<file path="config.mk">
export PLATFORM = sky130hd
export DESIGN_NAME = tmtw_ctrl
export DESIGN_NICKNAME = d
export VERILOG_FILES = /design/src/tmtw_pkg.sv /design/src/tmtw_ctrl.sv
export SDC_FILE = /design/constraint.sdc
export NUM_CORES = 1
export LEC_CHECK = 0
export BUFFER_PORTS_ARGS = -buffer_cell sky130_fd_sc_hd__buf_2
export CORE_AREA = 2 2 39 41
export CTS_CLUSTER_DIAMETER = 120
export DETAILED_ROUTE_END_ITERATION = 6
export DIE_AREA = 0 0 41 43
export PLACE_DENSITY = 0.6
export SLEW_MARGIN = 20
export SYNTH_ARGS = -nofsm -noshare
export SYNTH_HDL_FRONTEND = slang
export SYNTH_SLANG_ARGS = --single-unit
</file>
<file path="constraint.sdc">
create_clock -name aclk -period 2.3 [get_ports aclk]
set_input_delay 0.115 -clock aclk [delete_from_list [all_inputs] [get_ports aclk]]
set_output_delay 0.115 -clock aclk [all_outputs]
set_load 0.02 [all_outputs]
</file>
<file path="src/tmtw_pkg.sv">
// Shared types, constants and helpers for the text-mode terminal writer.
// Used by the controller, the datapath and the top level; depends on nothing.
`default_nettype none

package tmtw_pkg;

    // Screen geometry
    localparam int COLUMNS = 80;
    localparam int ROWS    = 25;
    localparam int CELLS   = ROWS * COLUMNS;

    localparam int ROW_W   = (ROWS > 1) ? $clog2(ROWS) : 1;
    localparam int COL_W   = (COLUMNS > 1) ? $clog2(COLUMNS) : 1;
    localparam int IDX_W   = $clog2(CELLS);
    localparam int WALK_W  = $clog2(CELLS + 1);

    // Field widths on the ports
    localparam int CHAR_W      = 8;
    localparam int INDEX_IN_W  = 11;
    localparam int OUT_ROW_W   = 5;
    localparam int OUT_COL_W   = 7;
    localparam int CELL_W      = 16;
    localparam int COLOR_W     = 8;
    localparam int S_TDATA_W   = 24;
    localparam int S_TUSER_W   = 2;
    localparam int M_TDATA_W   = 32;

    // APB register map: register index sits above the byte offset
    localparam int APB_ADDR_W = 3;
    localparam int APB_DATA_W = 32;
    localparam logic REG_TEXT_COLOR = 1'b0;
    localparam logic [COLOR_W-1:0] TEXT_COLOR_RESET = 8'h07;

    // Character and cell codes
    localparam logic [CHAR_W-1:0] NEWLINE_CODE = 8'h0A;
    localparam logic [CHAR_W-1:0] SPACE_CODE   = 8'h20;
    localparam logic [CELL_W-1:0] BLANK_CELL   = 16'h0720;

    typedef enum logic [1:0] {
        REQ_PUT       = 2'd0,
        REQ_BACKSPACE = 2'd1,
        REQ_CLEAR     = 2'd2,
        REQ_READ      = 2'd3
    } req_t;

    // Result beat, cursor row in the lowest bits
    typedef struct packed {
        logic [CELL_W-1:0]    cell_data;
        logic                 scrolled;
        logic [OUT_COL_W-1:0] cursor_column;
        logic [OUT_ROW_W-1:0] cursor_row;
    } out_item_t;

    localparam int OUT_W = $bits(out_item_t);

    // Controller to datapath
    typedef struct packed {
        logic accept;
        logic exec;
        logic clear_step;
        logic scroll_step;
        logic out_load;
    } dp_cmd_t;

    // Datapath to controller
    typedef struct packed {
        req_t req;
        logic scroll_need;
        logic walk_last_cell;
        logic walk_end;
        logic out_free;
    } dp_status_t;

endpackage

`default_nettype wire

</file>
<file path="src/tmtw_ctrl.sv">
// Sequencer for the terminal writer: start-up clear, request execution,
// clear and scroll sweeps, result hand-off. Depends on tmtw_pkg.
`default_nettype none

module tmtw_ctrl import tmtw_pkg::*; (
    input  wire logic       aclk,
    input  wire logic       aresetn,
    input  wire logic       s_tvalid,
    output logic            s_tready,
    input  wire dp_status_t status,
    output dp_cmd_t         cmd
);

    typedef enum logic [5:0] {
        ST_INIT   = 6'b000001,
        ST_IDLE   = 6'b000010,
        ST_EXEC   = 6'b000100,
        ST_CLEAR  = 6'b001000,
        ST_SCROLL = 6'b010000,
        ST_OUT    = 6'b100000
    } state_t;

    state_t state_reg, state_next;

    // State register
    always_ff @(posedge aclk) begin
        if (!aresetn) begin
            state_reg <= ST_INIT;
        end else begin
            state_reg <= state_next;
        end
    end

    // Next state and commands
    always_comb begin
        state_next = state_reg;
        cmd        = '0;
        s_tready   = 1'b0;
        unique case (state_reg)
            ST_INIT: begin
                cmd.clear_step = 1'b1;
                if (status.walk_last_cell) begin
                    state_next = ST_IDLE;
                end
            end
            ST_IDLE: begin
                s_tready = 1'b1;
                if (s_tvalid) begin
                    cmd.accept = 1'b1;
                    state_next = ST_EXEC;
                end
            end
            ST_EXEC: begin
                cmd.exec = 1'b1;
                case (status.req) inside
                    REQ_PUT, REQ_BACKSPACE: begin
                        if (status.scroll_need) begin
                            state_next = ST_SCROLL;
                        end else if (status.out_free) begin
                            cmd.out_load = 1'b1;
                            state_next   = ST_IDLE;
                        end else begin
                            state_next = ST_OUT;
                        end
                    end
                    REQ_CLEAR: state_next = ST_CLEAR;
                    default:   state_next = ST_OUT;
                endcase
            end
            ST_CLEAR: begin
                cmd.clear_step = 1'b1;
                if (status.walk_last_cell) begin
                    state_next = ST_OUT;
                end
            end
            ST_SCROLL: begin
                cmd.scroll_step = 1'b1;
                if (status.walk_end) begin
                    state_next = ST_OUT;
                end
            end
            ST_OUT: begin
                if (status.out_free) begin
                    cmd.out_load = 1'b1;
                    state_next   = ST_IDLE;
                end
            end
            default: state_next = ST_INIT;
        endcase
    end

endmodule

`default_nettype wire

</file>
==> qor.csv <==
metric,value,unit
routability cong.,0.820,
number of setup violations in the final report,0,
Lkg Pwr,0.255,nW
cell types occupying the most area after synthesis,"sky130_fd_sc_hd__dfxtp_1 23%, sky130_fd_sc_hd__nor2_1 6.5%, sky130_fd_sc_hd__nor4b_1 3.3%",
Final min period,1.98,ns
# resized after CTS,0,
Avg WL per Cell,13.7,um
fraction of final layout cells with drive strength greater than 1,27.5,%
Max Cap Violations,0,
number of global-route vias before repair,454,
leading register cell type out of synthesis,sky130_fd_sc_hd__dfxtp_1,
WHS,0.120,ns
cell area after technology mapping,523,um2
reg2reg path depth,4,
number of instances in the synthesized netlist,68,
number of instances in the placed design,93,
Hold Crit Start,s_tvalid,
cell taking the most area after synthesis,sky130_fd_sc_hd__dfxtp_1,
hold-fix buffers at CTS,0,
Worst R2R Start,state_reg[3]$_SDFFE_PN0P_,
data required time at the worst endpoint,2.18,ns
Crit. End Element,primary output,
synthesized net count,77,
"flip-flop count of the largest register, all copies and words added",6,
Seq cells post-synth,6,
transition time at the pin with the least slew margin,0.370,ns
"Reg clk slew, reported paths",0.05,ns
Total Routed Length,1320,um
y dimension of the die,43,um
width of the die,41,um
worst max-slew margin expressed relative to the limit,74.7,%
die area,1760,um2
half-perimeter wire length after placement,978,um
pin count of the biggest net entering global routing,14,
worst skew pair latency,0.25,ns
final hold violations,0,
count of pins over their slew limit,0,
multi-input logic area,364,um2
highest fanout seen on the critical path,11,
Initial Utilization,37.8,%
footprint of the flip-flops and latches,120,um2
Unique masters post-synth,38,
setup repair after global routing missed its margin,no,
cell area power density,748,nW/um2
fraction of post-synthesis cell area in the top cell type by area,23.0,%
average vias per placed instance,5.69,
io pins,15,
depth of the CTS H-tree,1,
CTS tree,done,
critical path launch point,state_reg[3]$_SDFFE_PN0P_,
count of synthesis-stage warnings from yosys,0,
final design instance area without fill,608,um2
violation count after the first detailed-route iteration,8,
data arrival time of the critical path,1.86,ns
vias,546,
antenna violation net count after detailed routing,0,
accumulated negative setup slack,0,ns
standard-cell row count,14,
filler-free cell count of the finished design,96,
"Async S/R FF share, synth",0,%
cell depth of the worst hold path,2,
number of synthesized flops with an enable pin,0,
number of buffers inserted by post-CTS setup repair,0,
number of buffers created by CTS,3,
initial antenna violation count,0,
number of search-and-repair iterations in the first detailed-routing pass,4,
worst-case vdd ir drop,0.000332,V
global routing usage summed across all routing layers,17.3,%
class of the tightest hold or removal check,input port to flip-flop,
kind of critical path,flip-flop to primary output,
maximum buffer depth of the clock tree,2,
worst setup skew after layout,0.000828,ns
cell area after placement,586,um2
sequential cell area fraction in the yosys report,23.0,%
count of input and output buffers,14,
core outline area,1380,um2
sort of element at the start of the critical path,flip-flop,
DRC Markers,0,
"Net count, final",91,
GR Overflow Total,0,
total power after layout,455,uW
fill cell count,147,
master cell of the clock root buffer,sky130_fd_sc_hd__clkbuf_4,
outcome,finished clean,
area added between synthesis and finish,16.3,%
"Period Utilization, post-route",85.9,%
clock sink count,6,
worst reg-to-reg setup slack,0.59,ns
first-pass GRT wire length,2060,um
highest achievable clock rate,0.506,GHz
Post-Syn Area per Cell,7.69,um2
ANT cells,0,
## layout make-up
type | instances | share of cell area (%)
clock buffer | 3 | 3.70
inverter | 3 | 1.85
multi-input combinational | 54 | 59.9
sequential | 6 | 19.8
tap | 16 | 3.29
timing repair buffer | 14 | 11.5
## cells by family after synthesis
kind of cell           after synthesis  synth area share [%]
AO/OA/AOI/OAI                       13                  18.2
XOR/XNOR                             3                  5.02
buffers and inverters                8                  7.41
flip-flops                           6                  23.0
AND/OR/NAND/NOR                     38                  46.4
## critical path, cell delays in order, from the launching register on
cell,delay (ns)
sky130_fd_sc_hd__dfxtp_1,0.42
sky130_fd_sc_hd__or4_4,0.59
sky130_fd_sc_hd__nor3b_1,0.29
sky130_fd_sc_hd__and2_1,0.17
sky130_fd_sc_hd__buf_2,0.15
## worst paths after layout
check                              endpoint
hold / removal    state_reg[2]$_SDFFE_PN0P_
setup / recovery                     cmd[4]
setup reg to reg  state_reg[1]$_SDFFE_PN0P_
hold reg to reg   state_reg[3]$_SDFFE_PN0P_
## report_power, final
group          switching, mW  internal (mW)
Sequential            0.0394          0.119
Clock                 0.0417         0.0593
Combinational          0.104         0.0908
Total                  0.185          0.270
## cell usage after synthesis (all sizes together), types with 2 or more instances
library cell,n
nand2b,2
clkbuf,3
buf,2
nor3,3
nor2,9
dfxtp,6
nor3b,2
and3,2
nor4b,2
or4b,2
or3,2
nand2,4
o21ai,3
nand3,2
inv,3
xor2,2
## per-layer routing
layer,global-route usage [%],vias to the layer above,share of wire (%)
met5,0,-,0
met4,6.00,0,0
met3,4.71,0,5.0
met2,25.3,16,48
met1,23.6,254,47
li1,-,276,-
## through the flow
| step | worst slack (ns) | utilization (%) |
|---|---|---|
| detailed placement | 0.603 | 42.3 |
| global placement | 0.614 | 42.3 |
| finish | 0.324 | 43.9 |
| CTS | 0.333 | 43.9 |
| floorplan | 0.282 | - |
| global route | 0.211 | 43.9 |
## placed cells by master, fill, tap and decap left out, drive strengths merged, types with 2 or more instances in the layout
master / n
inv: 3
and3: 2
xor2: 2
nor4b: 2
dfxtp: 6
nor3b: 2
or4b: 2
or3: 2
buf: 14
nand2: 4
nand2b: 2
nand3: 2
nor3: 3
o21ai: 3
nor2: 9
clkbuf: 3
Note: power is estimated with default switching activity, not from simulation.
